[src/design/polar_clamp_vector_assert.svh]
// Assertion macros for the polar clamp vector block.
// Each macro expects signals named clk and rst_n in the enclosing scope.
`ifndef POLAR_CLAMP_VECTOR_ASSERT_SVH
`define POLAR_CLAMP_VECTOR_ASSERT_SVH

// Consequent checked in the same cycle
`define PCV_ASSERT_NOW(lbl, ante, cons, msg) \
    lbl: assert property (@(posedge clk) disable iff (!rst_n) (ante) |-> (cons)) \
        else $error(msg);

// Consequent checked in the cycle after the antecedent
`define PCV_ASSERT_NEXT(lbl, ante, cons, msg) \
    lbl: assert property (@(posedge clk) disable iff (!rst_n) (ante) |=> (cons)) \
        else $error(msg);

`endif

[src/design/pcv_pkg.sv]
// ----------------------------------------------------------------------------
// pcv_pkg
// Types, constants and tables shared by the polar clamp vector block.
// ----------------------------------------------------------------------------
package pcv_pkg;

    localparam int COORD_W     = 32;  // external coordinate width
    localparam int GUARD_BITS  = 4;   // extra fraction bits in the datapath
    localparam int VW          = 40;  // internal coordinate width
    localparam int ZW          = 34;  // rotation residual angle width
    localparam int N_STAGES    = 16;  // CORDIC iterations
    localparam int STAGE_IDX_W = 5;
    localparam int LEN_CFG_W   = 31;
    localparam int ANG_CFG_W   = 17;
    localparam int ANGLE_W     = 16;
    localparam int CFG_IDX_W   = 2;
    localparam int CFG_DATA_W  = 32;

    // Register indexes
    typedef enum logic [CFG_IDX_W-1:0] {
        REG_LENGTH_FLOOR   = 2'd0,
        REG_LENGTH_CEILING = 2'd1,
        REG_ANGLE_LOW      = 2'd2,
        REG_ANGLE_HIGH     = 2'd3
    } cfg_reg_t;

    localparam logic [ANG_CFG_W-1:0] ANGLE_HIGH_RESET = 17'h10000;

    // Word moving through the vectoring cells
    typedef struct packed {
        logic                 valid;
        logic                 zero;
        logic signed [VW-1:0] x;
        logic signed [VW-1:0] y;
        logic [31:0]          acc;
    } vec_t;

    // Word moving through the rotating cells
    typedef struct packed {
        logic                 valid;
        logic signed [VW-1:0] x;
        logic signed [VW-1:0] y;
        logic signed [ZW-1:0] z;
    } rot_t;

    // atan(2^-i) as a 32-bit turn fraction
    function automatic logic [31:0] atan_turn(input logic [STAGE_IDX_W-1:0] i);
        logic [31:0] r;
        case (i)
            5'd0:    r = 32'h20000000;
            5'd1:    r = 32'h12E4051E;
            5'd2:    r = 32'h09FB385B;
            5'd3:    r = 32'h051111D4;
            5'd4:    r = 32'h028B0D43;
            5'd5:    r = 32'h0145D7E1;
            5'd6:    r = 32'h00A2F61E;
            5'd7:    r = 32'h00517C55;
            5'd8:    r = 32'h0028BE53;
            5'd9:    r = 32'h00145F2F;
            5'd10:   r = 32'h000A2F98;
            5'd11:   r = 32'h000517CC;
            5'd12:   r = 32'h00028BE6;
            5'd13:   r = 32'h000145F3;
            5'd14:   r = 32'h0000A2F9;
            5'd15:   r = 32'h0000517C;
            5'd16:   r = 32'h000028BE;
            5'd17:   r = 32'h0000145F;
            5'd18:   r = 32'h00000A2F;
            5'd19:   r = 32'h00000517;
            5'd20:   r = 32'h0000028B;
            5'd21:   r = 32'h00000145;
            5'd22:   r = 32'h000000A2;
            5'd23:   r = 32'h00000051;
            5'd24:   r = 32'h00000028;
            5'd25:   r = 32'h00000014;
            5'd26:   r = 32'h0000000A;
            5'd27:   r = 32'h00000005;
            5'd28:   r = 32'h00000002;
            5'd29:   r = 32'h00000001;
            default: r = 32'h00000000;
        endcase
        return r;
    endfunction

    // x after vectoring (2^30, 0); evaluated at elaboration
    function automatic longint cordic_gain_x();
        longint x;
        longint y;
        longint dx;
        longint dy;
        x = longint'(1) << 30;
        y = 0;
        for (int i = 0; i < N_STAGES; i++) begin
            dx = y >>> i;
            dy = x >>> i;
            if (y >= 0) begin
                x = x + dx;
                y = y - dy;
            end else begin
                x = x - dx;
                y = y + dy;
            end
        end
        return x;
    endfunction

    localparam longint GAIN_X     = cordic_gain_x();
    localparam longint INV_K_FULL = ((longint'(1) << 61) + GAIN_X / 2) / GAIN_X;
    localparam logic [31:0] INV_K = INV_K_FULL[31:0];

endpackage

[src/design/pcv_gain_mul.sv]
// ----------------------------------------------------------------------------
// pcv_gain_mul
// Two-stage multiply by the Q31 inverse CORDIC gain, rounded half up.
// ----------------------------------------------------------------------------
module pcv_gain_mul
    import pcv_pkg::*;
(
    input  logic          clk,
    input  logic          en,
    input  logic [VW-1:0] a,
    output logic [VW-1:0] p
);

    localparam int HI_W = VW - 31;

    logic [HI_W+31:0] hi_prod;
    logic [62:0]      lo_prod;
    logic [VW-1:0]    hi_reg;
    logic [31:0]      lo_reg;
    logic [VW-1:0]    p_reg;

    // partial products on the upper and lower parts of a
    assign hi_prod = a[VW-1:31] * INV_K;
    assign lo_prod = a[30:0] * INV_K + 63'h40000000;

    always_ff @(posedge clk)
    begin
        if (en)
        begin
            hi_reg <= hi_prod[VW-1:0];
            lo_reg <= lo_prod[62:31];
            p_reg  <= hi_reg + {{(VW-32){1'b0}}, lo_reg};
        end
    end

    assign p = p_reg;

endmodule

[config.mk]
export PLATFORM = sky130hd
export DESIGN_NAME = pcv_gain_mul
export DESIGN_NICKNAME = d
export VERILOG_FILES = /design/src/design/polar_clamp_vector_assert.svh /design/src/design/pcv_pkg.sv /design/src/design/pcv_gain_mul.sv
export SDC_FILE = /design/constraint.sdc
export NUM_CORES = 2
export LEC_CHECK = 0
export ABC_CLOCK_PERIOD_IN_PS = 21600
export BUFFER_PORTS_ARGS = -buffer_cell sky130_fd_sc_hd__buf_2
export CAP_MARGIN = 15
export CORE_ASPECT_RATIO = 1.1
export CORE_MARGIN = 5
export CORE_UTILIZATION = 65
export CTS_BUF_LIST = sky130_fd_sc_hd__clkbuf_8
export DETAILED_ROUTE_END_ITERATION = 8
export GPL_TIMING_DRIVEN = 0
export PLACE_DENSITY = 0.79
export SYNTH_ARGS = -nofsm -noshare
export SYNTH_HDL_FRONTEND = slang
export SYNTH_SLANG_ARGS = --single-unit
[constraint.sdc]
create_clock -name clk -period 21.6 [get_ports clk]
set_clock_uncertainty 0.2 [all_clocks]
set_input_delay 2.16 -clock clk [delete_from_list [all_inputs] [get_ports clk]]
set_output_delay 2.16 -clock clk [all_outputs]
set_load 0.02 [all_outputs]
# Word-level counts from Yosys, hierarchy flattened

Cells that the tools add are included.

Register bits after elaboration: 110
Input port bits: 42
Output and inout port bits: 40
Logic and storage cells: 7

Add/subtract/negate cells: 2
Multipliers: 2

Operator list:

| kind                                                 | number |
|---|---|
| adder 62 x 31 -> 63 bit (second input constant)      | 1 |
| multiplier 31 x 29 -> 60 bit (second input constant) | 1 |
| adder 40 x 32 -> 40 bit                              | 1 |
| multiplier 9 x 29 -> 38 bit (second input constant)  | 1 |

# Logic depth before layout (Yosys ltp)

Word-level depth: 2
Gate-level depth with buffers: 28
Depth with buffers taken out: 27

# Worst setup path after synthesis

No wires, ideal clock.

Kind: input port to flip-flop
Start point: in a[8]
End point: reg lo_reg[27], data pin
Setup time: 0.267 ns
Arrival: 9.163 ns
Required time: 21.133 ns
Path slack: 11.970 ns
Stages on the path: 26
Path buffers: 0
Cell sequence: inv_1 fa_1 fa_1 inv_1 fa_1 inv_1 fa_1 inv_1 fa_1 fa_1 fa_1 inv_1 fa_1 inv_1 ha_1 nand4_2 nor3_4 o211a_1 a211oi_2 a2111oi_4 nor4_2 nor4b_4 nand4_2 or3_4 nor4_2 xnor2_1

Longest elaborated chain between the ends: 2

RTL lines:

| element                      | RTL line           | RTL |
|---|---|---|
| start, declared              | pcv_gain_mul.sv:10 | `input logic [VW-1:0] a,` |
| multiplier 31 x 29 -> 60 bit | pcv_gain_mul.sv:24 | `assign lo_prod = a[30:0] * INV_K + 63'h40000000;` |
| adder 62 x 31 -> 63 bit      | pcv_gain_mul.sv:24 |  |
| net lo_prod[58]              | pcv_gain_mul.sv:17 | `logic [62:0] lo_prod;` |
| end signal, assigned         | pcv_gain_mul.sv:31 | `lo_reg <= lo_prod[62:31];` |
| end, declared                | pcv_gain_mul.sv:19 | `logic [31:0] lo_reg;` |

The timed path passes the listed nets, and every way through them passes these cells.
A chain may end at the register's enable or synchronous reset.

# Worst setup path in the final report

Start point: in a[8]
End point: reg lo_reg[31], data pin

Same word-level chain as after synthesis.

==> results_dict.tcl <==
set metrics [dict create \
    port_buffers 81 \
    cp_max_fo 6 \
    tns_ns 0 \
    wl_um 70600 \
    dr_total_vias 19798 \
    hpwlAfterDp_um 63600 \
    async_flop_share_pct 0 \
    layout.cells.most_common "inv_1" \
    maxSlewViolCount 0 \
    row_count 79 \
    slew_headroom_pct 32.0 \
    core_um2 42500 \
    status "completed" \
    syn_avg_cell_area_um2 10.2 \
    n_antenna_cell 0 \
    seq_area_frac_synth_pct 11.8 \
    yosysWarnings 0 \
    drt_iter0_markers 1448 \
    via_per_inst 5.81 \
    postSynthCellCount 2741 \
    final_antenna_net_count 0 \
    grt_pass1_vias 20894 \
    grt_first_pass_wirelength_um 114000 \
    crit_required_ns 21.51 \
    path_clk_slew_ns 0.09 \
    yosys-top-cells-area "fa_1 37%, ha_1 20%, edfxtp_1 12%, inv_1 10%, xnor2_1 2.2%" \
    max_cap_viol_count 0 \
    cts_resized 0 \
    arrival_ns 10.95 \
    insertion_delay_ns 0.37 \
    largest_reg_flops 40 \
    post_cts_buffers 0 \
    worst_setup_path_start_kind "input pin" \
    setup_viol 0 \
    die_h_um 228 \
    synth_cell_types 92 \
    synth_area_leader_cell "fa_1" \
    crit_type "input pin to register" \
    most-common-layout-cells "765 x inv_1, 524 x fa_1, 455 x ha_1" \
    cts_buffer_depth 2 \
    fin_crit_sh_pct 51.1 \
    dieArea_um2 47500 \
    cts_made_buffers 9 \
    min_period_ns 11.04 \
    grt_max_degree 73 \
    wl_per_cell_um 20.7 \
    htreeDepth 3 \
    cts_sinks 110 \
    cts_hold_buf 0 \
    pin_count 82 \
    rsz0062_at_grt "false" \
    endpoint_kind "register" \
    ys_ff_latch 110 \
    antenna_found_initial 2 \
    syn_nets 3762 \
    num-nets-final 3855 \
    die_x_um 208 \
    netlist_area_um2 28100 \
    finalHoldViolCount 0 \
    synth_flop_cell "edfxtp_1" \
    initial_core_util_pct 66.1 \
    drc 0 \
    cts_tree "built" \
    drtPass1Iterations 5 \
    synth_edf_count 110 \
    drive_gt1_share_pct 5.32 \
    synth_top_area_share_pct 37.4 \
    worstMarginPinSlew_ns 1.01 \
    hold_path.class "register to register" \
    area.growth.synth_to_final_pct 4.77 \
    clockRootBuffer "clkbuf_8" \
    gp_congestion 1.03 \
    grtUsageTotal_pct 30.4 \
    fmax_mhz 90.6 \
    grt_remaining_overflow 0 \
]
-- path summary, 6_finish.rpt --
kind	startpoint	endpoint	slack [ns]	depth (start not counted)
min reg2reg	lo_reg[1]	p[1]	0.23	0
max reg2reg	hi_reg[2]	p[30]	17.46	14
max	a[8]	lo_reg[31]	10.56	26
min	lo_reg[1]	p[1]	0.23	0
-- metrics by stage --
step           worst slack [ns]  cells  cell area, µm²  utilization [%]  hold slack (ns)
5_1_grt                   10.39   3406           29400             69.2            0.259
4_1_cts                   10.72   3406           29400             69.2            0.241
3_3_place_gp              10.42   3389           29200             68.7            0.210
6_report                  10.56   3406           29400             69.2            0.234
3_5_place_dp              10.35   3390           29200             68.8            0.218
2_1_floorplan             11.97   2741           28100                -            0.200
-- area by class of cell --
| class | instances | area [µm²] |
|---|---|---|
| well taps | 567 | 709 |
| plain buffers | 32 | 135 |
| clock inverters | 7 | 70.1 |
| multi-input cells | 1834 | 21800 |
| inverters | 765 | 2870 |
| repair buffers | 82 | 435 |
| flip-flops and latches | 110 | 3300 |
| fillers | 3297 | 13100 |
| clock buffers | 9 | 124 |
-- critical path, stage by stage --
cell       delay (ns)
buf_2            0.19
inv_1            0.38
fa_1             0.52
fa_1             0.49
inv_1            0.05
fa_1             0.52
inv_1            0.07
fa_1             0.55
inv_1            0.06
fa_1             0.49
fa_1             0.43
fa_1             0.53
inv_1            0.06
fa_1             0.47
inv_1            0.04
ha_1             0.38
nand2_1          0.10
o21ai_1          0.35
nor2_4           0.10
o2bb2ai_2        0.18
a2111oi_2        0.64
o21ai_1          0.20
a221oi_2         0.57
nand4_1          0.38
or3_1            0.51
nor4_1           0.48
-- per-layer routing --
layer	vias up	share of wire (%)	track usage, %
li1	9006	-	-
met1	10003	44	45.1
met2	659	46	48.0
met3	130	6.8	4.28
met4	0	3.0	7.74
met5	-	0	0
-- cells by family (layout without fill, tap and decap cells) --
| logic type | count (synthesis) | after routing | share of synthesized area [%] |
|---|---|---|---|
| muxes | 6 | 6 | 0.227 |
| xor gates and xnor gates | 95 | 95 | 2.96 |
| adders and majority gates | 979 | 979 | 57.6 |
| DFF | 110 | 110 | 11.8 |
| AOI/OAI and AO/OA | 360 | 360 | 8.82 |
| and+or+nand+nor | 394 | 394 | 7.90 |
| buffers and inverters | 797 | 895 | 10.7 |
-- synth_stat cells (16+ instances only) --
library cell	n
inv_1	765
fa_1	524
ha_1	455
edfxtp_1	110
a21oi_1	103
nand2_1	83
nor2_1	76
xnor2_1	72
o21ai_0	52
a21o_1	46
nand3_1	32
nor3_1	31
clkbuf_1	25
xor2_1	23
and2_1	22
and3_1	20
nand4_1	18
nand2b_1	16
Power is left out: the tool's default activity adds up to more than one toggle a clock period on the data nets, which glitch-free logic cannot reach.
