==> src/design/polar_clamp_vector_assert.svh <==
// Assertion macros for the polar clamp vector block.
// Each macro expects signals named clk and rst_n in the enclosing scope.
`ifndef POLAR_CLAMP_VECTOR_ASSERT_SVH
`define POLAR_CLAMP_VECTOR_ASSERT_SVH

// Consequent checked in the same cycle
`define PCV_ASSERT_NOW(lbl, ante, cons, msg) \
    lbl: assert property (@(posedge clk) disable iff (!rst_n) (ante) |-> (cons)) \
        else $error(msg);

// Consequent checked in the cycle after the antecedent
`define PCV_ASSERT_NEXT(lbl, ante, cons, msg) \
    lbl: assert property (@(posedge clk) disable iff (!rst_n) (ante) |=> (cons)) \
        else $error(msg);

`endif

==> src/design/pcv_pkg.sv <==
// ----------------------------------------------------------------------------
// pcv_pkg
// Types, constants and tables shared by the polar clamp vector block.
// ----------------------------------------------------------------------------
package pcv_pkg;

    localparam int COORD_W     = 32;  // external coordinate width
    localparam int GUARD_BITS  = 4;   // extra fraction bits in the datapath
    localparam int VW          = 40;  // internal coordinate width
    localparam int ZW          = 34;  // rotation residual angle width
    localparam int N_STAGES    = 16;  // CORDIC iterations
    localparam int STAGE_IDX_W = 5;
    localparam int LEN_CFG_W   = 31;
    localparam int ANG_CFG_W   = 17;
    localparam int ANGLE_W     = 16;
    localparam int CFG_IDX_W   = 2;
    localparam int CFG_DATA_W  = 32;

    // Register indexes
    typedef enum logic [CFG_IDX_W-1:0] {
        REG_LENGTH_FLOOR   = 2'd0,
        REG_LENGTH_CEILING = 2'd1,
        REG_ANGLE_LOW      = 2'd2,
        REG_ANGLE_HIGH     = 2'd3
    } cfg_reg_t;

    localparam logic [ANG_CFG_W-1:0] ANGLE_HIGH_RESET = 17'h10000;

    // Word moving through the vectoring cells
    typedef struct packed {
        logic                 valid;
        logic                 zero;
        logic signed [VW-1:0] x;
        logic signed [VW-1:0] y;
        logic [31:0]          acc;
    } vec_t;

    // Word moving through the rotating cells
    typedef struct packed {
        logic                 valid;
        logic signed [VW-1:0] x;
        logic signed [VW-1:0] y;
        logic signed [ZW-1:0] z;
    } rot_t;

    // atan(2^-i) as a 32-bit turn fraction
    function automatic logic [31:0] atan_turn(input logic [STAGE_IDX_W-1:0] i);
        logic [31:0] r;
        case (i)
            5'd0:    r = 32'h20000000;
            5'd1:    r = 32'h12E4051E;
            5'd2:    r = 32'h09FB385B;
            5'd3:    r = 32'h051111D4;
            5'd4:    r = 32'h028B0D43;
            5'd5:    r = 32'h0145D7E1;
            5'd6:    r = 32'h00A2F61E;
            5'd7:    r = 32'h00517C55;
            5'd8:    r = 32'h0028BE53;
            5'd9:    r = 32'h00145F2F;
            5'd10:   r = 32'h000A2F98;
            5'd11:   r = 32'h000517CC;
            5'd12:   r = 32'h00028BE6;
            5'd13:   r = 32'h000145F3;
            5'd14:   r = 32'h0000A2F9;
            5'd15:   r = 32'h0000517C;
            5'd16:   r = 32'h000028BE;
            5'd17:   r = 32'h0000145F;
            5'd18:   r = 32'h00000A2F;
            5'd19:   r = 32'h00000517;
            5'd20:   r = 32'h0000028B;
            5'd21:   r = 32'h00000145;
            5'd22:   r = 32'h000000A2;
            5'd23:   r = 32'h00000051;
            5'd24:   r = 32'h00000028;
            5'd25:   r = 32'h00000014;
            5'd26:   r = 32'h0000000A;
            5'd27:   r = 32'h00000005;
            5'd28:   r = 32'h00000002;
            5'd29:   r = 32'h00000001;
            default: r = 32'h00000000;
        endcase
        return r;
    endfunction

    // x after vectoring (2^30, 0); evaluated at elaboration
    function automatic longint cordic_gain_x();
        longint x;
        longint y;
        longint dx;
        longint dy;
        x = longint'(1) << 30;
        y = 0;
        for (int i = 0; i < N_STAGES; i++) begin
            dx = y >>> i;
            dy = x >>> i;
            if (y >= 0) begin
                x = x + dx;
                y = y - dy;
            end else begin
                x = x - dx;
                y = y + dy;
            end
        end
        return x;
    endfunction

    localparam longint GAIN_X     = cordic_gain_x();
    localparam longint INV_K_FULL = ((longint'(1) << 61) + GAIN_X / 2) / GAIN_X;
    localparam logic [31:0] INV_K = INV_K_FULL[31:0];

endpackage

==> src/design/pcv_rot_cell.sv <==
// ----------------------------------------------------------------------------
// pcv_rot_cell
// One rotating CORDIC iteration: turns the vector, drives z towards zero.
// ----------------------------------------------------------------------------
module pcv_rot_cell
    import pcv_pkg::*;
(
    input  logic                   clk,
    input  logic                   rst_n,
    input  logic                   en,
    input  logic [STAGE_IDX_W-1:0] idx,
    input  rot_t                   din,
    output rot_t                   dout
);

    rot_t cell_reg;
    rot_t cell_next;
    logic signed [ZW-1:0] step;

    assign step = $signed({{(ZW-32){1'b0}}, atan_turn(idx)});

    // micro-rotation by the sign of the residual angle
    always_comb
    begin
        cell_next = din;
        if (din.z >= 0)
        begin
            cell_next.x = din.x - (din.y >>> idx);
            cell_next.y = din.y + (din.x >>> idx);
            cell_next.z = din.z - step;
        end
        else
        begin
            cell_next.x = din.x + (din.y >>> idx);
            cell_next.y = din.y - (din.x >>> idx);
            cell_next.z = din.z + step;
        end
    end

    always_ff @(posedge clk or negedge rst_n)
    begin
        if (!rst_n)
        begin
            cell_reg.valid <= 1'b0;
        end
        else if (en)
        begin
            cell_reg <= cell_next;
        end
    end

    assign dout = cell_reg;

endmodule

==> config.mk <==
export PLATFORM = sky130hd
export DESIGN_NAME = pcv_rot_cell
export DESIGN_NICKNAME = d
export VERILOG_FILES = /design/src/design/polar_clamp_vector_assert.svh /design/src/design/pcv_pkg.sv /design/src/design/pcv_rot_cell.sv
export SDC_FILE = /design/constraint.sdc
export NUM_CORES = 1
export LEC_CHECK = 0
export BUFFER_PORTS_ARGS = -buffer_cell sky130_fd_sc_hd__buf_2
export CAP_MARGIN = 10
export CORE_MARGIN = 3
export CORE_UTILIZATION = 65
export DETAILED_ROUTE_END_ITERATION = 8
export PLACE_DENSITY = 0.95
export SYNTH_ARGS = -nofsm -noshare
export SYNTH_HDL_FRONTEND = slang
export SYNTH_SLANG_ARGS = --single-unit
==> constraint.sdc <==
create_clock -name clk -period 2.02 [get_ports clk]
set_clock_uncertainty 0.2 [all_clocks]
set_input_delay 0.606 -clock clk [delete_from_list [all_inputs] [get_ports clk]]
set_output_delay 0.606 -clock clk [all_outputs]
set_load 0.01 [all_outputs]
==> reports/results.txt, run 1 <==
The commonest cells after synthesis are 164 x sky130_fd_sc_hd__nand2_1, 153 x sky130_fd_sc_hd__a21oi_1, 152 x sky130_fd_sc_hd__nor2_1. Post-synthesis xor/xnor area fraction: 0.0991. The arithmetic-cell share of the synthesized area counting full adders, half adders and majority gates is 0.0927. The largest family of logic cells by synthesized area is compound AO/OA/AOI/OAI gates. Yosys attributes the largest share of cell area to sky130_fd_sc_hd__edfxtp_1 20%, sky130_fd_sc_hd__mux4_2 9.1%, sky130_fd_sc_hd__ha_1 8.9%. Simple-gate share of the synthesized area: 0.144. The area fraction in compound gates after synthesis is 0.225, and the die width is 169 µm. The run gives 97 as the number of distinct standard cells referenced by the synthesized netlist.

The flow stopped in 3_5_place_dp. 238 I/O pins were placed. sky130_fd_sc_hd__nand2_1 is the most common cell in the netlist. The cell area that synthesis handed to floorplanning was 0.0172 mm². A synthesized cell averages 9.07 µm². The tool reported: "[ERROR DPL-0033] detailed placement checks failed during check placement". Synthesis inferred 115 register bits. The top cell type by total area after synthesis is sky130_fd_sc_hd__edfxtp_1. The area fraction of the dominant cell type after synthesis was 0.199; the count of flip-flops with a built-in enable after synthesis was 114.

The total of buffers placed on input and output ports came out at 237. The logs give 1.23 for the weighted congestion reported at the end of routability-driven placement and 1,900 for the instance count of the mapped netlist. The portion of the post-synthesis area used by sequential elements was 0.200; the number of cell rows was 58. The logs give 81,800 µm for the half-perimeter wire length of the detailed placement result and 0 for the number of warnings reported in the yosys synthesis log.

Top flip-flop cell by instance count after synthesis: sky130_fd_sc_hd__edfxtp_1. The fraction of synthesis flops using an asynchronous set or reset pin came out at 0.00870. The run stopped with a tool error.

The initial cell density of the core is 0.673, and the vertical extent of the die is 169 µm. The run gives 2,149 as the post-synth net total. The multiplexer share of the synthesized area works out to 0.196.
[stage by stage]
step	hold slack, ns	cell area, µm²	setup slack [ns]	std cells
after floorplan	0.110	17900	-4.46	1900
after global placement	0.187	25000	-4.36	3167
[kinds of logic after synthesis]
group,Yosys count
compound gates,591
xor+xnor,195
fa+ha+maj,126
buf+inv,154
flops,115
mux,195
simple gates,524
==> run 2: changes to the inputs <==
Settings changed: CORE_UTILIZATION 65 to 40, PLACE_DENSITY 0.95 to unset, PLACE_DENSITY_LB_ADDON set to 0.15.
==> reports/results.txt, run 2 <==
The flow ran to the end, but the final reports show violations. The checks that failed: negative setup slack. The first global-routing pass estimated 120,000 µm of wire. The count of flip-flops with a built-in enable after synthesis is 114. Number of pins exceeding their max-slew limit in the final report: 0. The run gives 0.175 as the proportion of power drawn by flip-flops and latches. The finished layout holds 3,583 standard cells, fillers aside.

In the routed design, unresolved DRC markers number 0. Part of the cycle the worst path needs: 2.88. At the pin with the least slew margin, the transition time is 0.605 ns. The number of nets with antenna violations after routing was 0; the sink count of the clock tree was 115.

The clock tree synthesis step divided the H-tree into 4 levels. In this run, placement finished with an instance count of 3,437. After clock tree synthesis, the clock-pin slew on the worst setup and hold paths is 0.06 ns. The final setup slack of the worst path was -3.80 ns. Each instance of the synthesized netlist takes up on average 9.07 µm². Switching share of power: 0.391. The path class of the tightest hold or removal check is in2reg. The smallest clock period supported by the final layout is computed as 5.82 ns. The largest net degree at the start of global routing is 57. The worst-skew pair later-pin latency is 0.48 ns. The floorplan has 75 rows. Combinational power share: 0.665. The area fraction of the dominant cell type after synthesis was 0.199; the initial cell density of the core was 0.408. The number of nets in the finished design was 3,279. The signal on the critical path passes through buf_16 > bufbuf_16 > mux4_2 > mux2i_2 > o22a_1 > o221ai_2 > or4bb_4 > or3_4 > buf_4 > buf_4 > o31ai_4 > xor2_1 > ha_1 > and4_4 > nand2_4 > buf_4 > o31ai_4 > a31oi_2 > o211ai_1 > buf_4 > nand2_4 > o21a_1 > nor2b_4 > xnor2_1.

The count of endpoints failing hold in the final timing report was 0; the number of distinct standard cells referenced by the synthesized netlist was 97. The fraction of synthesis flops using an asynchronous set or reset pin was 0.00870. Setup repair after global routing could not meet its margin everywhere.

The clock root buffer is sky130_fd_sc_hd__clkbuf_16. For this block, the initial DRC count from the detailed router was 1,498. The number of warnings reported in the yosys synthesis log came out at 0. The most common cell after layout, fill and taps aside is sky130_fd_sc_hd__buf_4. The number of synthesized register bits came out at 115. The run gives 0.585 as the max-slew headroom at the worst pin. The tools report the post-layout utilization of the core as 0.695. On the critical path the largest part of the delay comes from simple AND/OR/NAND/NOR gates.

The detailed-route vias per instance is 5.76. The critical path in this run is classified as in2reg. The register with the most flip-flops in the layout has 115 of them. After synthesis the cells add up to 0.0172 mm². Counting both buffers and inverters, the worst setup path holds a total of 6. Synthesis handed over a netlist of 1,900 instances. Timing would allow up to 0.172 GHz. The number of nets in the synthesized netlist is 2,149. Part of the power in the clock network: 0.160. The portion of the post-synthesis area used by sequential elements was 0.200. sky130_fd_sc_hd__nand2_1 is the most common cell in the netlist.

The floorplan step defined a die boundary enclosing 0.0456 mm². The cell-internal power was 0.0119 W. From synthesis to final layout, the design area changed by 70.1%. The tools report the number of global-route vias before repair as 21,156.

Measured along the y axis, the die boundary spans 214 µm. The placeable core region was 0.0422 mm²; the maximum fanout along the worst path was 6. The half-perimeter wire length of the detailed placement result came out at 62,800 µm.

The commonest cells after synthesis are 164 x sky130_fd_sc_hd__nand2_1, 153 x sky130_fd_sc_hd__a21oi_1, 152 x sky130_fd_sc_hd__nor2_1. The dominant cell type by count on the critical path is sky130_fd_sc_hd__buf_4. Top cell type by total area after synthesis: sky130_fd_sc_hd__edfxtp_1.

STA classifies the critical path endpoint as a flop. Pin placement for this block handled 238 I/O pins. IR analysis of the VDD net gives a maximum drop of 670 µV. The die width was 214 µm. The category of the worst setup path launch point was a primary input. Data arrives at the worst endpoint at 5.85 ns. The analysis attributes to cell leakage a power of 13.3 nW. TritonCTS built the clock tree. Hold is met by 0.173 ns.

The tool flagged a number of max-cap violations equal to 0. In the layout the commonest cells are 879 x sky130_fd_sc_hd__buf_4, 232 x sky130_fd_sc_hd__buf_2, 142 x sky130_fd_sc_hd__nand2_1, 132 x sky130_fd_sc_hd__nor2_1, 114 x sky130_fd_sc_hd__edfxtp_1. The tools report the overflow left after global routing as 0.

The initial antenna violation count is 1, and the maximum root-to-sink buffer count is 2. Summed over all layers, the routed wires come to 80,000 µm. On the worst path, the slowest cell contributes a delay of 0.55 ns.

At the end of routability-driven placement, the weighted congestion stood at 1.01. The tools report the global routing usage summed across all routing layers as 0.343. Sorting the synthesized cells by area gives the leading types as sky130_fd_sc_hd__edfxtp_1 20%, sky130_fd_sc_hd__mux4_2 9.1%, sky130_fd_sc_hd__ha_1 8.9%.

For the worst setup path, the data required time is 2.05 ns. The setup violation total in the final timing report is 114, and the overall power of the completed layout is 0.0195 W. The net switching component of the power was 0.00763 W; the routed length per placed instance was 22.3 µm. The first TritonRoute pass finished after 6 iterations. The cell type of the slowest stage on the worst timing path is sky130_fd_sc_hd__or4bb_4. The areal power density over the cells came out at 665 mW/mm².

The top flip-flop cell by instance count after synthesis was sky130_fd_sc_hd__edfxtp_1. Buffers placed on the I/O ports in this run total 237. Buffers inserted during clock tree synthesis total 17. The ratio of cells with drive above 1 in the final layout is 0.566.

Total number of vias: 20,635.
==> run 2: metrics by stage <==
stage	cell area, µm²	setup WS [ns]	setup TNS (ns)
after global routing	29300	-3.94	-337.92
after CTS	28400	-3.79	-313.08
final	29300	-3.80	-322.43
after detailed placement	25800	-4.68	-415.41
after floorplan	17900	-4.46	-360.36
after global placement	25800	-4.66	-413.54
==> run 2: logic make-up (layout without fill, tap and decap cells) <==
logic type	after synthesis	in the layout	synth area share
AO/OA/AOI/OAI	591	591	0.225
XOR/XNOR	195	195	0.0991
adder cells (fa/ha/maj)	126	126	0.0927
buffers and inverters	154	1297	0.0435
flip-flops	115	115	0.200
multiplexers	195	195	0.196
other	0	1	0
AND/OR/NAND/NOR	524	524	0.144
==> run 2: power by group through the flow <==
| stage | sequential [W] | clock, W | combinational (W) |
|---|---|---|---|
| CTS | 0.00342 | 0.00321 | 0.0121 |
| global route | 0.00347 | 0.00326 | 0.0139 |
| finish | 0.00342 | 0.00312 | 0.0130 |
| floorplan | 0.00370 | 0 | 0.00555 |
| global placement | 0.00347 | 0 | 0.0108 |
| detailed placement | 0.00346 | 0 | 0.0109 |
==> run 2: area by class of cell <==
type,instances,area (µm²)
Clock inverter,12,130
Inverter,52,219
Tap cell,539,674
Timing Repair Buffer,1213,9280
Antenna cell,1,2.50
Fill cell,3259,12900
Sequential cell,115,3450
Multi-Input combinational cell,1631,15100
Clock buffer,20,457
==> run 2: final timing paths <==
check | slack (ns) | depth (start not counted) | start | endpoint
setup / recovery | -3.80 | 24 | idx[0] | dout[71]$_DFFE_PP_
hold / removal | 0.17 | 2 | din[114] | dout[114]$_DFFE_PN0P_
setup reg to reg | 1.06 | 1 | dout[114]$_DFFE_PN0P_ | dout[114]$_DFFE_PN0P_
hold reg to reg | 0.33 | 1 | dout[114]$_DFFE_PN0P_ | dout[114]$_DFFE_PN0P_
max in group asynchronous | 1.28 | 2 | rst_n | dout[114]$_DFFE_PN0P_
min in group asynchronous | 0.25 | 2 | rst_n | dout[114]$_DFFE_PN0P_
==> run 2: what timing repair did <==
| item | CTS | global route |
|---|---|---|
| setup buffers | 88 | 37 |
| pin swaps | 162 | 109 |
| endpoints found under the setup margin | 114 | 114 |
| cloned | 5 | 0 |
| resized for setup | 293 | 156 |
| hold endpoints to repair | 1 | 0 |
| hold buffers | 1 | 0 |
==> run 2: per-layer routing <==
| layer | GRT usage | vias up | routed length [µm] |
|---|---|---|---|
| met3 | 0.0625 | 227 | 5270 |
| met4 | 0.163 | 2 | 3760 |
| met2 | 0.611 | 825 | 40000 |
| met5 | 0 | - | 13 |
| met1 | 0.400 | 10020 | 31000 |
| li1 | - | 9561 | - |
Power figures use the tool's default switching activity.
