===== config.mk =====
export PLATFORM = sky130hd
export DESIGN_NAME = pcv_vec_cell
export DESIGN_NICKNAME = d
export VERILOG_FILES = /design/src/design/polar_clamp_vector_assert.svh /design/src/design/pcv_pkg.sv /design/src/design/pcv_vec_cell.sv
export SDC_FILE = /design/constraint.sdc
export NUM_CORES = 1
export LEC_CHECK = 0
export BUFFER_PORTS_ARGS = -buffer_cell sky130_fd_sc_hd__buf_2
export CAP_MARGIN = 10
export CORE_MARGIN = 1
export CORE_UTILIZATION = 56
export DETAILED_ROUTE_END_ITERATION = 16
export GPL_ROUTABILITY_DRIVEN = 1
export HOLD_SLACK_MARGIN = 0.1
export PLACE_DENSITY_LB_ADDON = 0.05
export SYNTH_ARGS = -nofsm -noshare
export SYNTH_HDL_FRONTEND = slang
export SYNTH_SLANG_ARGS = --single-unit

===== constraint.sdc =====
create_clock -name clk -period 1.55 [get_ports clk]
set_input_delay 0.0775 -clock clk [delete_from_list [all_inputs] [get_ports clk]]
set_output_delay 0.0775 -clock clk [all_outputs]
set_load 0.03 [all_outputs]

===== src/design/polar_clamp_vector_assert.svh =====
// Assertion macros for the polar clamp vector block.
// Each macro expects signals named clk and rst_n in the enclosing scope.
`ifndef POLAR_CLAMP_VECTOR_ASSERT_SVH
`define POLAR_CLAMP_VECTOR_ASSERT_SVH

// Consequent checked in the same cycle
`define PCV_ASSERT_NOW(lbl, ante, cons, msg) \
    lbl: assert property (@(posedge clk) disable iff (!rst_n) (ante) |-> (cons)) \
        else $error(msg);

// Consequent checked in the cycle after the antecedent
`define PCV_ASSERT_NEXT(lbl, ante, cons, msg) \
    lbl: assert property (@(posedge clk) disable iff (!rst_n) (ante) |=> (cons)) \
        else $error(msg);

`endif


===== src/design/pcv_pkg.sv =====
// ----------------------------------------------------------------------------
// pcv_pkg
// Types, constants and tables shared by the polar clamp vector block.
// ----------------------------------------------------------------------------
package pcv_pkg;

    localparam int COORD_W     = 32;  // external coordinate width
    localparam int GUARD_BITS  = 4;   // extra fraction bits in the datapath
    localparam int VW          = 40;  // internal coordinate width
    localparam int ZW          = 34;  // rotation residual angle width
    localparam int N_STAGES    = 16;  // CORDIC iterations
    localparam int STAGE_IDX_W = 5;
    localparam int LEN_CFG_W   = 31;
    localparam int ANG_CFG_W   = 17;
    localparam int ANGLE_W     = 16;
    localparam int CFG_IDX_W   = 2;
    localparam int CFG_DATA_W  = 32;

    // Register indexes
    typedef enum logic [CFG_IDX_W-1:0] {
        REG_LENGTH_FLOOR   = 2'd0,
        REG_LENGTH_CEILING = 2'd1,
        REG_ANGLE_LOW      = 2'd2,
        REG_ANGLE_HIGH     = 2'd3
    } cfg_reg_t;

    localparam logic [ANG_CFG_W-1:0] ANGLE_HIGH_RESET = 17'h10000;

    // Word moving through the vectoring cells
    typedef struct packed {
        logic                 valid;
        logic                 zero;
        logic signed [VW-1:0] x;
        logic signed [VW-1:0] y;
        logic [31:0]          acc;
    } vec_t;

    // Word moving through the rotating cells
    typedef struct packed {
        logic                 valid;
        logic signed [VW-1:0] x;
        logic signed [VW-1:0] y;
        logic signed [ZW-1:0] z;
    } rot_t;

    // atan(2^-i) as a 32-bit turn fraction
    function automatic logic [31:0] atan_turn(input logic [STAGE_IDX_W-1:0] i);
        logic [31:0] r;
        case (i)
            5'd0:    r = 32'h20000000;
            5'd1:    r = 32'h12E4051E;
            5'd2:    r = 32'h09FB385B;
            5'd3:    r = 32'h051111D4;
            5'd4:    r = 32'h028B0D43;
            5'd5:    r = 32'h0145D7E1;
            5'd6:    r = 32'h00A2F61E;
            5'd7:    r = 32'h00517C55;
            5'd8:    r = 32'h0028BE53;
            5'd9:    r = 32'h00145F2F;
            5'd10:   r = 32'h000A2F98;
            5'd11:   r = 32'h000517CC;
            5'd12:   r = 32'h00028BE6;
            5'd13:   r = 32'h000145F3;
            5'd14:   r = 32'h0000A2F9;
            5'd15:   r = 32'h0000517C;
            5'd16:   r = 32'h000028BE;
            5'd17:   r = 32'h0000145F;
            5'd18:   r = 32'h00000A2F;
            5'd19:   r = 32'h00000517;
            5'd20:   r = 32'h0000028B;
            5'd21:   r = 32'h00000145;
            5'd22:   r = 32'h000000A2;
            5'd23:   r = 32'h00000051;
            5'd24:   r = 32'h00000028;
            5'd25:   r = 32'h00000014;
            5'd26:   r = 32'h0000000A;
            5'd27:   r = 32'h00000005;
            5'd28:   r = 32'h00000002;
            5'd29:   r = 32'h00000001;
            default: r = 32'h00000000;
        endcase
        return r;
    endfunction

    // x after vectoring (2^30, 0); evaluated at elaboration
    function automatic longint cordic_gain_x();
        longint x;
        longint y;
        longint dx;
        longint dy;
        x = longint'(1) << 30;
        y = 0;
        for (int i = 0; i < N_STAGES; i++) begin
            dx = y >>> i;
            dy = x >>> i;
            if (y >= 0) begin
                x = x + dx;
                y = y - dy;
            end else begin
                x = x - dx;
                y = y + dy;
            end
        end
        return x;
    endfunction

    localparam longint GAIN_X     = cordic_gain_x();
    localparam longint INV_K_FULL = ((longint'(1) << 61) + GAIN_X / 2) / GAIN_X;
    localparam logic [31:0] INV_K = INV_K_FULL[31:0];

endpackage


===== src/design/pcv_vec_cell.sv =====
// ----------------------------------------------------------------------------
// pcv_vec_cell
// One vectoring CORDIC iteration: drives y towards zero, sums the angle.
// ----------------------------------------------------------------------------
module pcv_vec_cell
    import pcv_pkg::*;
(
    input  logic                   clk,
    input  logic                   rst_n,
    input  logic                   en,
    input  logic [STAGE_IDX_W-1:0] idx,
    input  vec_t                   din,
    output vec_t                   dout
);

    vec_t cell_reg;
    vec_t cell_next;

    // micro-rotation by the sign of y
    always_comb
    begin
        cell_next = din;
        if (din.y >= 0)
        begin
            cell_next.x   = din.x + (din.y >>> idx);
            cell_next.y   = din.y - (din.x >>> idx);
            cell_next.acc = din.acc + atan_turn(idx);
        end
        else
        begin
            cell_next.x   = din.x - (din.y >>> idx);
            cell_next.y   = din.y + (din.x >>> idx);
            cell_next.acc = din.acc - atan_turn(idx);
        end
    end

    always_ff @(posedge clk or negedge rst_n)
    begin
        if (!rst_n)
        begin
            cell_reg.valid <= 1'b0;
        end
        else if (en)
        begin
            cell_reg <= cell_next;
        end
    end

    assign dout = cell_reg;

endmodule


==> reports/metrics.yaml, run 1 <==
cts_buffers: 17
status: "did not finish"
synth_top_area_cell: "edfxtp_1"
syn_inst: 2061
synth_cell_type_count: 96
place_ws_ns: -4.50
avgSynthCellArea_sq_um: 8.94
grt_usage_pct: 80.6
synthesis.nets: 2306
failing_step: "global routing"
rows: 66
initial_utilization_pct: 56.8
synth_flop_cell: "edfxtp_1"
ys_warn_count: 0
yosys.cell_count.top_type: "nand2_1"
numPortBuffers: 235
gr-total-overflow: 144
syn-cell-area_sq_um: 18400
dieWidth_microns: 183
die_height_microns: 183
grt_pass1_wl_microns: 207000
grt_max_degree: 44
synth-edff-count: 113
yosysSeqAreaShare_pct: 18.5
cts.sinks: 114
cts_buffer_depth: 2
synthArstFlopShare_pct: 0.877
grt_pass1_vias: 32506
hpwl_microns: 68800
ys_top_cells_by_area: "edfxtp_1, mux4_2, ha_1, xnor2_1, mux2i_1"
error: "[ERROR GRT-0116] Global routing finished with congestion. Check the congestion regions in the DRC Viewer."
gp_congestion: 1.14
synth_seq_cells: 114
ios: 236
synth.top_cell.area_share_pct: 18.4
htreeDepth: 4
synth_common_cells: "nand2_1, a21oi_1, nor2_1, ha_1, o21ai_0"
cts-root-buf: "clkbuf_16"
layer usage:
layer,GRT usage [%],GRT overflow
met1,80.5,2
met2,96.8,81
met3,65.1,1
met4,83.7,60
met5,23.9,0
per-stage QoR:
step	hold WS, ns	std cells	cell area, sq um	util (%)	TNS, ns
2_1_floorplan	-0.218	2061	19400	-	-293.25
3_3_place_gp	-0.141	3530	27400	84.3	-351.27
3_5_place_dp	-0.132	3530	27400	84.3	-368.71
4_1_cts	-0.0738	3679	30500	93.9	-291.85
cells by family after synthesis:
| group | after synthesis | share of synthesized area [%] |
|---|---|---|
| AO/OA/AOI/OAI | 641 | 23.3 |
| XOR/XNOR | 188 | 8.93 |
| adder cells (fa/ha/maj) | 123 | 8.47 |
| buffers and inverters | 180 | 4.73 |
| flip-flops | 114 | 18.5 |
| multiplexers | 248 | 20.8 |
| AND/OR/NAND/NOR | 567 | 15.2 |
what timing repair did:
item / in CTS
buffers inserted: 114
endpoints found under the hold margin: 8
setup endpoints to repair: 112
pin swaps: 157
gates resized for setup: 329
hold buffers: 7
gates cloned: 7
==> run 2: changes to the inputs <==
--- a/config.mk
+++ b/config.mk
@@ -8,11 +8,10 @@
 export BUFFER_PORTS_ARGS = -buffer_cell sky130_fd_sc_hd__buf_2
 export CAP_MARGIN = 10
 export CORE_MARGIN = 1
-export CORE_UTILIZATION = 56
+export CORE_UTILIZATION = 40
 export DETAILED_ROUTE_END_ITERATION = 16
 export GPL_ROUTABILITY_DRIVEN = 1
-export HOLD_SLACK_MARGIN = 0.1
-export PLACE_DENSITY_LB_ADDON = 0.05
+export PLACE_DENSITY_LB_ADDON = 0.15
 export SYNTH_ARGS = -nofsm -noshare
 export SYNTH_HDL_FRONTEND = slang
 export SYNTH_SLANG_ARGS = --single-unit
==> run 2 against run 1 <==
Effect of this change:
- the flow now finishes, with violations (hold timing, setup timing)
- area after synthesis is the same
- synthesized cell count stayed put
==> reports/metrics.yaml, run 2 <==
worst_pin_slew_ns: 0.802
cts-root-buf: "clkbuf_16"  # unchanged
drt_wl_total_microns: 94400
hold_end: "dout[0]"
cp-end-kind: "flip-flop"
worstSetupPathType: "in2reg"
dieWidth_microns: 217  # was 183 microns
synth.top_cell.area_share_pct: 18.4  # unchanged
start_kind: "primary input"
grt_pass1_vias: 23123
syn_inst: 2061  # unchanged
synth_common_cells: "nand2_1, a21oi_1, nor2_1, ha_1, o21ai_0"  # unchanged
cap_violations: 0
slew_viol_final: 0
synth_cell_type_count: 96  # unchanged
gr-total-overflow: 0
drc_errors: 0
drt_iter0_drc: 2169
dpl-instance-area_sq_um: 28000  # was 27,400 sq um
syn-cell-area_sq_um: 18400  # unchanged
die-area_sq_um: 46900
setup_viol: 112
fin_nets: 3545
whs_ns: -0.0614
core_sq_um: 45400
path_cells: "buf_12 -> buf_8 -> mux4_2 -> mux2_4 -> mux2i_1 -> buf_4 -> o221ai_4 -> nor4_4 -> nand4b_1 -> buf_4 -> or4_4 -> buf_4 -> xor2_4 -> o311ai_4 -> ha_4 -> and2_4 -> nand3_2 -> o31a_1 -> o21ai_4 -> o41a_1 -> a31o_4 -> o31a_1 -> mux2i_1 -> nand2_1"
avgSynthCellArea_sq_um: 8.94  # unchanged
hold_viol_final: 1
viasPerCell: 5.95
ir_worst_vdd_mv: 0.878
p_leak_nw: 14.3
yosysSeqAreaShare_pct: 18.5  # unchanged
final_area_sq_um: 32300
violations: "hold timing, setup timing"
syn_to_final_growth_pct: 75.5
final_cell_mix: "buf_4, buf_2, nand2_1"
synthesis.nets: 2306  # unchanged
hpwl_microns: 72900  # was 68,800 microns
detail-route-antenna-nets: 0
slew_headroom_pct: 46.1
synth_flop_cell: "edfxtp_1"  # unchanged
ys_top_cells_by_area: "edfxtp_1, mux4_2, ha_1, xnor2_1, mux2i_1"  # unchanged
skew_ns: 0
power.density_nw_per_um2: 863
grt_max_degree: 60
final_common_cell: "buf_4"
ys_warn_count: 0  # unchanged
max_stage_delay_ns: 0.52
min_from: "din[0]"
numPortBuffers: 235  # unchanged
cts.sinks: 114  # unchanged
num_antenna_cells: 0
antenna_found_initial: 2
r2r_end: "dout[113]"
synthArstFlopShare_pct: 0.877  # unchanged
yosys.cell_count.top_type: "nand2_1"  # unchanged
htreeDepth: 4  # unchanged
cpLargestDelayFamily: "compound AO/OA/AOI/OAI gates"
crit_top_cell: "buf_4"
gp_congestion: 1.05  # was 1.14
hold_path_depth: 2
r2r_cells: 2
setup_slack_ns: -3.55
rsz0062_at_grt: "yes"
required_ns: 1.78
vias: 23284
multi_input_area_sq_um: 16800
initial_utilization_pct: 40.6  # was 56.8%
fmax_mhz: 196
largest_reg_flops: 114
regToRegStartpoint: "dout[113]"
path_buf_inv: 5
ios: 236  # unchanged
regArea_sq_um: 3420
rows: 78  # was 66
synth_seq_cells: 114  # unchanged
dr.pass1.iters: 5
synth_top_area_cell: "edfxtp_1"  # unchanged
worstPathMaxFanout: 6
r2r_setup_slack_ns: 0.25
clk_latency_ns: 0.47
cp_data_arrival_time_ns: 5.32
cts_tree: "yes"
drive_gt1_share_pct: 58.8
die_height_microns: 217  # was 183 microns
post-route-period-util_pct: 329
period_minus_slack_ns: 5.10
hold_path.class: "in2reg"
clkTransAtPathRegs_ns: 0.06
status: "finished with violations"  # was did not finish
cts_hold_buf: 6  # was 7
grt_usage_pct: 38.9
crit_path_top_delay_cell: "mux4_2"
cts_buffer_depth: 2  # unchanged
synth-edff-count: 113  # unchanged
grt_pass1_wl_microns: 138000
fillers: 3392
routedWlPerCell_microns: 24.1
cts_buffers: 17  # unchanged
==> run 2: cell type report <==
cell class | instances | area share, %
tap | 600 | 2.32
inverter | 50 | 0.681
clock inverter | 13 | 0.518
clock buffer | 18 | 1.33
multi-input combinational | 1767 | 51.9
timing repair buffer | 1350 | 32.7
sequential | 114 | 10.6
==> run 2: cells by family (layout without fill, tap and decap cells) <==
logic type      after synthesis  count (layout)  share of synthesized area, %
fa+ha+maj                   123             123                          8.47
buf+inv                     180            1431                          4.73
compound gates              641             641                          23.3
xor+xnor                    188             188                          8.93
flops                       114             114                          18.5
mux                         248             248                          20.8
simple gates                567             567                          15.2
==> run 2: layer usage <==
metal  global-route usage, %  part of all wire [%]  up-vias
met5                       0                 0.029        -
met4                    14.2                   3.6        4
met3                    6.96                   7.8      214
met2                    65.4                    48     1102
met1                    49.6                    40    11492
li1                        -                     -    10472
==> run 2: stage by stage <==
| stage | setup WS [ns] | cells | util, % | TNS [ns] | total power [W] |
|---|---|---|---|---|---|
| floorplan | -3.67 | 2061 | - | -293.25 | 0.0130 |
| global placement | -4.18 | 3747 | 61.7 | -360.93 | 0.0201 |
| detailed placement | -4.21 | 3747 | 61.7 | -367.45 | 0.0203 |
| CTS | -3.42 | 3863 | 68.2 | -278.25 | 0.0263 |
| global route | -3.65 | 3912 | 71.3 | -302.20 | 0.0291 |
| finish | -3.55 | 3912 | 71.3 | -291.40 | 0.0279 |
==> run 2: worst max path at each step <==
| stage | end | cells after the start | startpoint |
|---|---|---|---|
| after global placement | dout[66] | 25 | idx[0] |
| after detailed placement | dout[31] | 25 | idx[0] |
| after floorplan | dout[105] | 24 | idx[2] |
| final | dout[105] | 24 | idx[2] |
| after CTS | dout[105] | 24 | idx[2] |
| after global routing | dout[110] | 25 | idx[2] |
==> run 2: where the power goes <==
| part | internal, W | total, W | switching [W] | leakage (nW) |
|---|---|---|---|---|
| logic | 0.00945 | 0.0192 | 0.00980 | 13.0 |
| registers | 0.00429 | 0.00442 | 0.000132 | 1.08 |
| clock network | 0.00264 | 0.00423 | 0.00160 | 0.292 |
==> run 2: repair_timing <==
| item | 4_1_cts | 5_1_grt |
|---|---|---|
| hold endpoints to repair | 6 | 1 |
| pin swaps | 163 | 135 |
| gates resized for setup | 350 | 198 |
| setup buffers | 81 | 59 |
| cloned | 6 | 3 |
| setup endpoints to repair | 112 | 112 |
Note: power is estimated with default switching activity, not from simulation.
==> run 3: changes to the inputs <==
--- a/config.mk
+++ b/config.mk
@@ -12,6 +12,7 @@
 export DETAILED_ROUTE_END_ITERATION = 16
 export GPL_ROUTABILITY_DRIVEN = 1
 export PLACE_DENSITY_LB_ADDON = 0.15
+export RECOVER_POWER = 25
 export SYNTH_ARGS = -nofsm -noshare
 export SYNTH_HDL_FRONTEND = slang
 export SYNTH_SLANG_ARGS = --single-unit
==> run 3 against run 2 <==
Effect of this change:
- setup slack improved by 0.012 ns
- clock skew unchanged
- sequential share of layout area about the same
- critical path depth decreased by 2
- clock-buffer cell count unchanged
- flip-flop and latch count unchanged
- largest power group unchanged
- via count about the same
- register-to-register slack about the same
- clock power about the same
- global-route usage unchanged
- the run still ends with hold timing, setup timing left
==> reports/metrics.yaml, run 3 (same netlist as run 2, synthesis figures left out) <==
clk_latency_ns: 0.47  # about the same
hold_viol_final: 1  # unchanged
worstPathMaxFanout: 4  # was 6
die_height_microns: 217  # unchanged
multi_input_area_sq_um: 16800  # about the same
drt_iter0_drc: 2183  # was 2,169
dr.pass1.iters: 6  # was 5
hpwl_microns: 72900  # unchanged
numPortBuffers: 235  # unchanged
syn_to_final_growth_pct: 75.3  # was 75.5%
gr-total-overflow: 0  # unchanged
grt_pass1_vias: 23123  # unchanged
period_minus_slack_ns: 5.08  # was 5.10 ns
vias: 23264  # was 23,284
slew_headroom_pct: 45.9  # was 46.1%
cap_violations: 0  # unchanged
final_cell_mix: "buf_4, buf_2, nand2_1"  # unchanged
slew_viol_final: 0  # unchanged
clkTransAtPathRegs_ns: 0.05  # was 0.06 ns
dp.cells: 3747  # unchanged
cp_data_arrival_time_ns: 5.30  # was 5.32 ns
whs_ns: -0.0610  # was -0.0614 ns
htreeDepth: 4  # unchanged
cts-root-buf: "clkbuf_16"  # unchanged
fmax_mhz: 197  # was 196 MHz
hold_path.class: "in2reg"  # unchanged
rsz0062_at_grt: "yes"  # unchanged
cpLargestDelayFamily: "compound AO/OA/AOI/OAI gates"  # unchanged
status: "finished with violations"  # unchanged
viasPerCell: 5.95  # about the same
antenna_found_initial: 2  # unchanged
max_stage_delay_ns: 0.53  # was 0.52 ns
worstSetupPathType: "in2reg"  # unchanged
dpl-instance-area_sq_um: 28000  # unchanged
drt_wl_total_microns: 94400  # about the same
fillers: 3398  # was 3,392
p_leak_nw: 14.3  # about the same
start_kind: "primary input"  # unchanged
grt_usage_pct: 38.9  # unchanged
regArea_sq_um: 3420  # unchanged
cts.sinks: 114  # unchanged
drive_gt1_share_pct: 58.6  # was 58.8%
detail-route-antenna-nets: 0  # unchanged
cp-end-kind: "flip-flop"  # unchanged
setup_slack_ns: -3.53  # was -3.55 ns
path_buf_inv: 2  # was 5
cts_buffers: 17  # unchanged
gp_congestion: 1.05  # unchanged
fin_util_pct: 71.2  # was 71.3%
stdcell_count: 3912  # unchanged
violations: "hold timing, setup timing"  # unchanged
crit_path_top_delay_cell: "or4_4"  # was mux4_2
post-route-period-util_pct: 328  # was 329%
required_ns: 1.77  # was 1.78 ns
drc_errors: 0  # unchanged
core_sq_um: 45400  # unchanged
grt_max_degree: 60  # unchanged
ios: 236  # unchanged
power.density_nw_per_um2: 863  # about the same
worst_pin_slew_ns: 0.805  # was 0.802 ns
cts_buffer_depth: 2  # unchanged
grt_pass1_wl_microns: 138000  # unchanged
ir_worst_vdd_mv: 0.878  # about the same
die-area_sq_um: 46900  # unchanged
final_area_sq_um: 32300  # about the same
skew_ns: 0  # unchanged
fin_nets: 3545  # unchanged
cts_tree: "yes"  # unchanged
path_cells: "buf_2 -> mux4_2 -> mux4_2 -> nand2_2 -> nand3_2 -> nand2b_4 -> or4_4 -> buf_6 -> or2b_1 -> nand2_1 -> xor2_1 -> ha_1 -> nand4_1 -> a31oi_4 -> o21a_1 -> o31a_1 -> o221ai_4 -> o21ai_2 -> a221oi_2 -> nor2b_2 -> a221o_1 -> xor2_1"  # was buf_12 -> buf_8 -> mux4_2 -> mux2_4 -> mux2i_1 -> buf_4 -> o221ai_4 -> nor4_4 -> nand4b_1 -> buf_4 -> or4_4 -> buf_4 -> xor2_4 -> o311ai_4 -> ha_4 -> and2_4 -> nand3_2 -> o31a_1 -> o21ai_4 -> o41a_1 -> a31o_4 -> o31a_1 -> mux2i_1 -> nand2_1
rows: 78  # unchanged
num_antenna_cells: 0  # unchanged
largest_reg_flops: 114  # unchanged
cts_hold_buf: 6  # unchanged
setup_viol: 112  # unchanged
routedWlPerCell_microns: 24.1  # about the same
dieWidth_microns: 217  # unchanged
initial_utilization_pct: 40.6  # unchanged
final_common_cell: "buf_4"  # unchanged
## run 3: path summary, 6_finish.rpt
check | startpoint | endpoint | slack [ns] | cells after the start
min in group asynchronous | rst_n | dout[113] | 0.48 | 3
hold reg to reg | dout[113] | dout[113] | 1.06 | 2
setup / recovery | din[52] | dout[110] | -3.53 | 22
setup reg to reg | dout[113] | dout[113] | 0.25 | 2
hold / removal | din[0] | dout[0] | -0.06 | 2
max in group asynchronous | rst_n | dout[113] | 0.96 | 3
## run 3: per-layer routing
metal	routed length, microns	global-route usage, %
met1	38200	49.6
met2	45400	65.4
met3	7210	6.96
met4	3580	14.2
met5	13	0
## run 3: per-stage QoR
stage	power (W)	setup TNS, ns	setup slack [ns]
2_1_floorplan	0.0130	-293.25	-3.67
3_3_place_gp	0.0201	-360.93	-4.18
3_5_place_dp	0.0203	-367.45	-4.21
4_1_cts	0.0263	-278.25	-3.42
5_1_grt	0.0291	-302.20	-3.65
6_report	0.0279	-290.94	-3.53
## run 3: worst register-to-register path, delay by kind of cell, from the launching register on
family / cells / cell delay [ns]
buffers and inverters: 1 / 0.55
DFF: 1 / 0.38
muxes: 1 / 0.26
## run 3: layout make-up
cell class / count / area share, %
multi-input cells: 1767 / 51.9
clock inverters: 13 / 0.519
repair buffers: 1350 / 32.6
flip-flops and latches: 114 / 10.6
well taps: 600 / 2.32
clock buffers: 18 / 1.33
inverters: 50 / 0.681
## run 3: power by group
part	switching, W	internal (W)
Combinational	0.00981	0.00944
Sequential	0.000132	0.00429
Clock	0.00159	0.00264
## run 3: repair_timing
item                                   in CTS  in global routing
endpoints found under the hold margin       6                  1
gates resized for setup                   350                198
setup endpoints to repair                 112                112
buffers inserted                           81                 59
pin swaps                                 163                135
cloned                                      6                  3
